### config.mk
export PLATFORM = sky130hd
export DESIGN_NAME = pmcfe_ram
export DESIGN_NICKNAME = d
export VERILOG_FILES = /design/src/design/priority_multi_chance_fifo_evictor_assert.svh /design/src/design/pmcfe_ram.sv
export SDC_FILE = /design/constraint.sdc
export NUM_CORES = 1
export LEC_CHECK = 0
export BUFFER_PORTS_ARGS = -buffer_cell sky130_fd_sc_hd__buf_4
export CORE_MARGIN = 4
export CORE_UTILIZATION = 35
export CTS_CLUSTER_SIZE = 24
export DETAILED_ROUTE_END_ITERATION = 10
export HOLD_SLACK_MARGIN = 0.02
export PLACE_DENSITY = 0.58
export SETUP_SLACK_MARGIN = 0.15
export SYNTH_ARGS = -nofsm -noshare
export SYNTH_HDL_FRONTEND = slang
export SYNTH_SLANG_ARGS = --single-unit
### constraint.sdc
create_clock -name clk_i -period 2.25 [get_ports clk_i]
set_input_delay 0.3375 -clock clk_i [delete_from_list [all_inputs] [get_ports clk_i]]
set_output_delay 0.3375 -clock clk_i [all_outputs]
set_load 0.005 [all_outputs]
### src/design/priority_multi_chance_fifo_evictor_assert.svh
// assertion macros for the multi-chance fifo evictor
`ifndef PRIORITY_MULTI_CHANCE_FIFO_EVICTOR_ASSERT_SVH
`define PRIORITY_MULTI_CHANCE_FIFO_EVICTOR_ASSERT_SVH

// condition holds at every edge out of reset
`define PMCFE_ASSERT_ALWAYS(label, clk, rst_n, cond) \
  label: assert property (@(posedge clk) disable iff (!rst_n) (cond)) \
    else $error("pmcfe assertion failed");

// consequent holds in the cycle after the antecedent
`define PMCFE_ASSERT_NEXT(label, clk, rst_n, ante, cons) \
  label: assert property (@(posedge clk) disable iff (!rst_n) (ante) |=> (cons)) \
    else $error("pmcfe assertion failed");

`endif

### src/design/pmcfe_ram.sv
// generic single-write, single-read ram with registered read data
module pmcfe_ram #(
  parameter int unsigned WIDTH = 8,
  parameter int unsigned DEPTH = 16
) (
  input  logic                     clk_i,
  input  logic                     we_i,
  input  logic [$clog2(DEPTH)-1:0] waddr_i,
  input  logic [WIDTH-1:0]         wdata_i,
  input  logic [$clog2(DEPTH)-1:0] raddr_i,
  output logic [WIDTH-1:0]         rdata_o
);

  logic [WIDTH-1:0] mem_q [DEPTH];

  always_ff @(posedge clk_i) begin
    if (we_i) begin
      mem_q[waddr_i] <= wdata_i;
    end
    rdata_o <= mem_q[raddr_i];
  end

endmodule

==> impl_metrics.toml <==
[status]
status = "completed"

[sta]
finalSetupViolCount = 0
maxSlewViolCount = 0
slew_headroom_pct = 52.2
tightest_slew_ns = 0.715
setup_ws_ns = 0.796
max_freq_ghz = 0.688
skew_ns = 0.00833
post-route-period-util_pct = 64.6
rsz0062_at_grt = "no"
tns_ns = 0
min_period_ns = 1.45
report.final.hold_viol_count = 0

[layout]
area_growth_pct = 19.7
final_nets = 298
stdcell_area_sq_mm = 0.00616
antenna_cells = 0
nFillCells = 1248
layout-drive-gt1-share_pct = 29.5

[routing]
ant_nets = 0
wirelength_microns = 10100
routedWlPerCell_microns = 21.2
vias_per_cell = 4.99
detail_route.iter0.violations = 205
drc_errors = 0
first_pass_iters = 4
vias = 2376

[clock_tree]
clock-root-buffer = "clkbuf_16"
clkTransAtPathRegs_ns = 0.06
holdBufCountCts = 0
cts_buffer_depth = 2
cts-resized-gates = 0
cts_setup_buffers = 0
clk-insertion-delay-late_ns = 0.41
htreeDepth = 4
cts_buffers = 17
tritoncts = "built"
cts.sinks = 136

[synthesis]
synth-seq-cells = 136
syn-cell-area_sq_mm = 0.00515
synthArstFlopShare_pct = 0
netlist.area_leader.share_pct = 74.7
synth_common_cells = "edfxtp_1, mux4_2, a22oi_1, mux4_1, nor2_1"
yosysSeqAreaShare_pct = 77.8
ys_warn_count = 0
synth_cells = 229
synth-compound-area-share_pct = 2.33
synth.net_count = 247
yosysMostFrequentCell = "edfxtp_1"
synth_top_area_cell = "edfxtp_1"
synth_xor_area_share_pct = 0
synth_adder_area_share_pct = 0
synth_edf_count = 128
syn_area_per_cell_sq_um = 22.5
ys_types = 19
ys.flop_type = "edfxtp_1"
synth_mux_area_share_pct = 15.0
synth_top_family_by_area = "multiplexers"
synth_simple_gate_area_share_pct = 3.18
synthTopCellsByArea = "edfxtp_1, mux4_2, mux4_1"

[place]
pre_cts_ws_ns = 0.338
gp_congestion = 0.746
port_buffers = 25
dp_hpwl_microns = 6640
postPlaceCellArea_sq_mm = 0.00562

[worst_setup_path]
end_kind = "flop"
arrival_ns = 1.74
worstSetupPathType = "in -> reg"
worst_path_max_delay_cell = "mux4_1"
cp_cell_sequence = "buf_4 > buf_12 > mux4_1 > a22oi_1 > nand2_1"
worstPathRequired_ns = 2.54
worst-path-max-fanout = 21
worst_path_largest_cell_delay_ns = 0.57
start_kind = "input port"

[floorplanning]
chipHeight_microns = 129
core_region_area_sq_mm = 0.0145
initial_core_util_pct = 35.6
rows = 44
die_area_sq_mm = 0.0167
die_w_microns = 129
ios = 26

[job]
drv_cap = 0

[power]
power.density_mw_per_mm2 = 923
ir_drop_mv = 0.623
fin_total_pwr_mw = 5.69
power.leakage_nw = 2.08

[grt]
grt_pass1_vias = 2505
antenna_found_initial = 0
grt_overflow = 0
grt_usage_pct = 13.6
grt_pass1_wl_microns = 15900
grt_max_degree = 33

[min_path]
hp-class = "in -> reg"
-- kinds of logic (layout without fill, tap and decap cells) --
family | after synthesis | in the layout
AO/OA/AOI/OAI | 16 | 16
buffers and inverters | 10 | 73
flip-flops | 136 | 136
multiplexers | 32 | 32
AND/OR/NAND/NOR | 35 | 35
-- per-layer routing --
layer  track usage, %  vias up  wire, microns  part of all wire, %
met5                0        -              0                    0
met1             18.9     1235           4700                   47
met3             4.29        4            492                  4.9
li1                 -     1078              -                    -
met4             5.37        0             42                 0.42
met2             20.0       59           4870                   48
-- placed cells by master (no fill, tap or decap), drive strengths merged --
cell | synthesis | routed
mux4 | 32 | 32
clkinv | 0 | 8
a22oi | 16 | 16
nor2b | 1 | 1
buf | 7 | 42
nor2 | 13 | 13
nand3b | 2 | 2
clkbuf | 0 | 20
nand2b | 2 | 2
dfxtp | 8 | 8
or3b | 1 | 1
bufinv | 0 | 2
clkinvlp | 0 | 1
nor3 | 4 | 4
nand3 | 1 | 1
nand2 | 9 | 9
and2b | 1 | 1
and2 | 1 | 1
edfxtp | 128 | 128
-- flip-flops by register name (all words and copies together), names as in the netlist --
register  cells
mem_q       128
rdata_o       8
-- stage by stage --
stage	utilization [%]	cells	hold WS, ns
finish	42.6	476	0.248
global route	42.6	476	0.238
CTS	42.6	476	0.243
detailed placement	38.8	445	0.665
global placement	38.8	445	0.657
floorplan	-	229	0.436
-- area by class of cell --
| cell class | count | area [sq um] | area share, % |
|---|---|---|---|
| clock inverters | 11 | 108 | 1.75 |
| multi-input cells | 83 | 1060 | 17.2 |
| repair buffers | 42 | 328 | 5.32 |
| clock buffers | 20 | 437 | 7.08 |
| flip-flops and latches | 136 | 4000 | 65.0 |
| well taps | 184 | 230 | 3.74 |
-- report_power, final --
group | switching, mW | leakage, nW | internal, mW
Sequential | 0.0167 | 1.22 | 2.83
Clock | 0.958 | 0.266 | 1.60
Combinational | 0.150 | 0.586 | 0.127
-- path summary, 6_finish.rpt --
check                                             from                     to  slack [ns]  depth (start not counted)
worst min register to register  mem_q[10][3]$_DFFE_PP_     rdata_o[3]$_DFF_P_        0.68                          3
worst min-delay path                        wdata_i[6]  mem_q[0][6]$_DFFE_PP_        0.25                          1
worst max-delay path                        raddr_i[0]     rdata_o[2]$_DFF_P_        0.80                          5
worst max register to register   mem_q[1][1]$_DFFE_PP_     rdata_o[1]$_DFF_P_        0.80                          3
-- worst max-delay path: cells and delay by family --
kind / cells / cell delay (ns)
mux: 1 / 0.57
buf+inv: 2 / 0.47
compound gates: 1 / 0.26
simple gates: 1 / 0.08
Power figures use the tool's default switching activity.
