<file path="src/design/priority_multi_chance_fifo_evictor_assert.svh">
// assertion macros for the multi-chance fifo evictor
`ifndef PRIORITY_MULTI_CHANCE_FIFO_EVICTOR_ASSERT_SVH
`define PRIORITY_MULTI_CHANCE_FIFO_EVICTOR_ASSERT_SVH

// condition holds at every edge out of reset
`define PMCFE_ASSERT_ALWAYS(label, clk, rst_n, cond) \
  label: assert property (@(posedge clk) disable iff (!rst_n) (cond)) \
    else $error("pmcfe assertion failed");

// consequent holds in the cycle after the antecedent
`define PMCFE_ASSERT_NEXT(label, clk, rst_n, ante, cons) \
  label: assert property (@(posedge clk) disable iff (!rst_n) (ante) |=> (cons)) \
    else $error("pmcfe assertion failed");

`endif

</file>
<file path="src/design/pmcfe_pkg.sv">
// shared types and constants of the multi-chance fifo evictor
package pmcfe_pkg;

  localparam int unsigned MODE_W    = 2;
  localparam int unsigned IDX_W     = 10;
  localparam int unsigned OWNER_W   = 22;
  localparam int unsigned CHANCE_W  = 8;
  localparam int unsigned OUTCOME_W = 2;
  localparam int unsigned SPENT_W   = 4;
  localparam int unsigned CFG_IDX_W = 3;

  localparam logic [SPENT_W-1:0] SPENT_MAX = 4'd15;

  typedef enum logic [MODE_W-1:0] {
    MODE_ACTIVATE = 2'd0,
    MODE_USED     = 2'd1,
    MODE_EVICT    = 2'd2
  } mode_e;

  typedef enum logic [OUTCOME_W-1:0] {
    OUT_DONE   = 2'd0,
    OUT_VICTIM = 2'd1,
    OUT_EMPTY  = 2'd2,
    OUT_LIMIT  = 2'd3
  } outcome_e;

  typedef enum logic [CFG_IDX_W-1:0] {
    CFG_PRIO_OWNER = 3'd0,
    CFG_LOW_OWNER  = 3'd1,
    CFG_PRIO_CH    = 3'd2,
    CFG_LOW_CH     = 3'd3,
    CFG_DEF_CH     = 3'd4
  } cfg_idx_e;

  typedef struct packed {
    logic                tracked;
    logic [CHANCE_W-1:0] rem_chances;
    logic [CHANCE_W-1:0] init_chances;
  } entry_t;

endpackage

</file>
<file path="src/design/pmcfe_cfg.sv">
// configuration registers and owner to chance budget lookup
module pmcfe_cfg import pmcfe_pkg::*; (
  input  logic                 clk_i,
  input  logic                 rst_ni,
  input  logic                 cfg_we_i,
  input  logic [CFG_IDX_W-1:0] cfg_index_i,
  input  logic [OWNER_W-1:0]   cfg_data_i,
  input  logic [OWNER_W-1:0]   owner_i,
  output logic [CHANCE_W-1:0]  budget_o
);

  logic [OWNER_W-1:0]  prio_owner_q;
  logic [OWNER_W-1:0]  low_owner_q;
  logic [CHANCE_W-1:0] prio_ch_q;
  logic [CHANCE_W-1:0] low_ch_q;
  logic [CHANCE_W-1:0] def_ch_q;

  always_ff @(posedge clk_i or negedge rst_ni) begin
    if (!rst_ni) begin
      prio_owner_q <= '0;
      low_owner_q  <= '0;
      prio_ch_q    <= '0;
      low_ch_q     <= '0;
      def_ch_q     <= '0;
    end else if (cfg_we_i) begin
      unique case (cfg_idx_e'(cfg_index_i))
        CFG_PRIO_OWNER: prio_owner_q <= cfg_data_i;
        CFG_LOW_OWNER:  low_owner_q  <= cfg_data_i;
        CFG_PRIO_CH:    prio_ch_q    <= cfg_data_i[CHANCE_W-1:0];
        CFG_LOW_CH:     low_ch_q     <= cfg_data_i[CHANCE_W-1:0];
        CFG_DEF_CH:     def_ch_q     <= cfg_data_i[CHANCE_W-1:0];
        default: ;
      endcase
    end
  end

  always_comb begin
    priority if (prio_owner_q != '0 && owner_i == prio_owner_q) begin
      budget_o = prio_ch_q;
    end else if (low_owner_q != '0 && owner_i == low_owner_q) begin
      budget_o = low_ch_q;
    end else begin
      budget_o = def_ch_q;
    end
  end

endmodule

</file>
<file path="config.mk">
export PLATFORM = sky130hd
export DESIGN_NAME = pmcfe_cfg
export DESIGN_NICKNAME = d
export VERILOG_FILES = /design/src/design/priority_multi_chance_fifo_evictor_assert.svh /design/src/design/pmcfe_pkg.sv /design/src/design/pmcfe_cfg.sv
export SDC_FILE = /design/constraint.sdc
export NUM_CORES = 1
export LEC_CHECK = 0
export ABC_AREA = 1
export ABC_CLOCK_PERIOD_IN_PS = 2900
export BUFFER_PORTS_ARGS = -buffer_cell sky130_fd_sc_hd__buf_2
export CORE_ASPECT_RATIO = 1.75
export CORE_MARGIN = 3
export CORE_UTILIZATION = 30
export CTS_BUF_LIST = sky130_fd_sc_hd__clkbuf_2 sky130_fd_sc_hd__clkbuf_4 sky130_fd_sc_hd__clkbuf_8
export CTS_CLUSTER_DIAMETER = 80
export DETAILED_ROUTE_END_ITERATION = 10
export GPL_ROUTABILITY_DRIVEN = 0
export PLACE_DENSITY_LB_ADDON = 0.25
export SLEW_MARGIN = 20
export SYNTH_ARGS = -nofsm -noshare
export SYNTH_HDL_FRONTEND = slang
export SYNTH_SLANG_ARGS = --single-unit
</file>
<file path="constraint.sdc">
create_clock -name clk_i -period 2.9 [get_ports clk_i]
set_input_delay 0.435 -clock clk_i [delete_from_list [all_inputs] [get_ports clk_i]]
set_output_delay 0.435 -clock clk_i [all_outputs]
set_load 0.005 [all_outputs]
</file>
==> flow_summary.yaml <==
timing:
  finalSetupViolations: 0
  setup_repair_after_global_routing_missed_its_margin: "no"
  final_hold_viol_count: 0
  timing_max_transition_violations_final: 0
  fin_hold_ws_ns: 0.167
  maxClockFrequency_ghz: 0.409
  timing_worst_slew_pin_value_ns: 0.814
  final.setup.tns_ns: 0
  final_period_minus_worst_setup_slack_ns: 2.44
  post-route-period-util_pct: 84.3
  max_slew_margin_pct: 45.7
  fin_worst_skew_ns: 0
routing:
  drc: 0
  dr_vias: 3162
  drtPass1Iterations: 4
  detailedRoute.firstIterationViolations: 167
  finalWirelength_um: 9380
  ant_nets: 0
  post_drt_wl_per_cell_um: 12.9
  vias_per_cell: 4.35
critical_path:
  worstSetupStartpointType: "flop"
  crit_type: "reg -> out"
  worst_ep_arrival_time_ns: 2.01
  timing.critical_path.to_type: "primary output"
  worst-path-stages: 10
  crit_path_top_delay_cell: "dfrtp_1"
  ff2ff_setup_slack_ns: 2.19
  startpoint: "low_owner_q[9]"
  r2r_start: "prio_owner_q[11]"
  worst_r2r_endpoint: "prio_owner_q[11]"
  worst-path-max-fanout: 9
  cp_num_buf_inv: 1
  worst_path_largest_cell_delay_ns: 0.41
  cp_delay_by_family_top: "simple AND/OR/NAND/NOR gates"
  worst_path_most_repeated_cell: "nand2_1"
  timing.critical_path.cells: "xnor2_1 > nand2_1 > nor2_1 > nand2_1 > nor2_4 > nand2_4 > nand2_1 > nand3_1 > nand2_1 > buf_2"
  worstRegToRegCells: 2
  timing.critical_path.required_ns: 2.47
cts:
  ctsResizeCount: 0
  cts_buffers: 9
  cts_hold_buf: 0
  cts_sinks: 68
  clock_path_buffers: 2
  htree_num_levels: 3
  clkTransAtPathRegs_ns: 0.08
  tritoncts_clock_tree: "built"
  cts_setup_buffers: 0
  clkLatencyLatePin_ns: 0.35
  ctsRootBufferMaster: "clkbuf_8"
synth:
  netlist.top_cell.by_area: "dfrtp_1"
  synth_seq_area_share_pct: 46.2
  synth_cell_type_count: 22
  number_of_enable_flip_flop_cells_after_synthesis: 0
  synth_flop_cell: "dfrtp_1"
  postSynth.asyncResetShare_pct: 100
  synthDominantCellAreaShare_pct: 46.2
  number_of_register_bits_inferred_by_synthesis: 68
  mappedNetlistArea_um2: 3680
  net_count_after_synthesis: 548
  post-synth-top-count-cell: "nand2_1"
  ys_warn_count: 0
  post_synth.cell_area_avg_um2: 7.40
  cells_after_synth: 498
  yosys-top-cells-area: "dfrtp_1, nand2_1, inv_1"
  synth_top_cells_by_count: "nand2_1, inv_1, dfrtp_1, o21ai_0, nor2_1"
power:
  worst_ir_drop_vdd_mv: 0.306
  leakage_dissipation_nw: 2.35
  powerDensity_nw_per_um2: 628
placement:
  post_dp_cell_area_um2: 4160
  dp.final_hpwl_um: 7210
  numPortBuffers: 57
floorplan:
  number_of_primary_i_o_pins: 58
  rows: 53
  die-width_um: 89.8
  floorplan.die_area_um2: 13700
  initial_utilization_pct: 30.7
  floorplan.core_area_um2: 12000
  die-height_um: 153
grt:
  globalRouteOverflowTotal: 0
  grtUsageTotal_pct: 14.3
  antenna_found_initial: 0
  wire_length_of_the_first_global_routing_pass_um: 15500
  pin_count_of_the_biggest_net_entering_global_routing: 45
  first_global_vias: 3211
layout:
  area.growth.synth_to_final_pct: 19.1
  fillCellCount: 1275
  nets: 607
  antenna_cells: 0
  post-route-cell-area_um2: 4390
  drive_above_1_share_pct: 15.8
outcome:
  run_status: "finished clean"
worst_hold_path:
  hp-class: "in -> async"
job:
  max_cap_violations: 0
[layout make-up]
| type | count | area [um2] | area share, % |
|---|---|---|---|
| sequential | 68 | 1700 | 38.8 |
| multi-input combinational | 344 | 1650 | 37.7 |
| timing repair buffer | 60 | 320 | 7.30 |
| inverter | 74 | 278 | 6.33 |
| tap | 165 | 206 | 4.70 |
| clock buffer | 11 | 145 | 3.31 |
| clock inverter | 5 | 85.1 | 1.94 |
[worst reg2reg max path: cells and delay by family, from the launching register on]
kind	cells	cell delay (ns)
AO/OA/AOI/OAI	1	0.08
flip-flops	1	0.42
AND/OR/NAND/NOR	1	0.08
[cells by family (layout without fill, tap and decap cells)]
group | Yosys count | after routing | synth area share (%)
and+or+nand+nor | 251 | 251 | 29.7
buffers and inverters | 86 | 150 | 8.96
AOI/OAI and AO/OA | 68 | 68 | 9.24
DFF | 68 | 68 | 46.2
xor gates and xnor gates | 25 | 25 | 5.94
[report_power, final]
| part | total [W] | leakage [nW] | internal [W] | switching [W] |
|---|---|---|---|---|
| clock network | 0.000897 | 0.113 | 0.000520 | 0.000377 |
| logic | 0.000583 | 1.39 | 0.000249 | 0.000334 |
| registers | 0.00128 | 0.855 | 0.00113 | 0.000150 |
| total | 0.00276 | 2.35 | 0.00189 | 0.000861 |
[cell usage in the layout (no fill, tap or decap)]
cell type | synthesis | final
nand3_1 | 24 | 24
nand2_2 | 1 | 1
nor2_4 | 3 | 3
clkinv_4 | 0 | 2
nand4_1 | 8 | 8
nand3_2 | 1 | 1
nand2_1 | 161 | 161
clkbuf_8 | 0 | 10
nand3_4 | 1 | 1
buf_12 | 0 | 1
or2_1 | 1 | 1
clkbuf_4 | 0 | 1
xor2_1 | 13 | 13
and2_4 | 1 | 1
nor2_2 | 3 | 3
nor2_1 | 44 | 44
xnor2_1 | 12 | 12
nand2_4 | 1 | 1
nand4_4 | 1 | 1
bufinv_16 | 0 | 2
o21ai_1 | 16 | 16
clkinvlp_4 | 0 | 1
nor2_8 | 1 | 1
dfrtp_1 | 68 | 68
buf_2 | 0 | 57
buf_4 | 0 | 2
o21ai_0 | 52 | 52
inv_1 | 74 | 74
[sequential cells by signal, summed over array words and instances, names as in the netlist]
name          flops
def_ch_q          8
low_ch_q          8
low_owner_q      22
prio_ch_q         8
prio_owner_q     22
[metrics by stage]
step | total power, W | std cells | setup WS [ns] | utilization [%]
after global placement | 0.00187 | 711 | 0.667 | 34.7
after global routing | 0.00296 | 727 | 0.294 | 36.6
final | 0.00276 | 727 | 0.457 | 36.6
after detailed placement | 0.00189 | 711 | 0.678 | 34.7
after floorplan | 0.00166 | 498 | 1.18 | -
after CTS | 0.00280 | 727 | 0.408 | 36.6
[worst max-delay path by stage]
stage | end | slack [ns]
5_1_grt | budget_o[0] | 0.29
6_report | budget_o[1] | 0.46
2_1_floorplan | budget_o[0] | 1.18
4_1_cts | budget_o[0] | 0.41
3_3_place_gp | budget_o[0] | 0.67
3_5_place_dp | budget_o[0] | 0.68
[metal layers]
layer | wire [um] | GRT usage, % | vias to the layer above
met5 | 0 | 0 | -
met4 | 216 | 7.02 | 0
met3 | 309 | 2.72 | 11
met2 | 5110 | 26.3 | 56
met1 | 3740 | 15.5 | 1446
li1 | - | - | 1649
No activity file was read; power rests on OpenSTA's default activity.
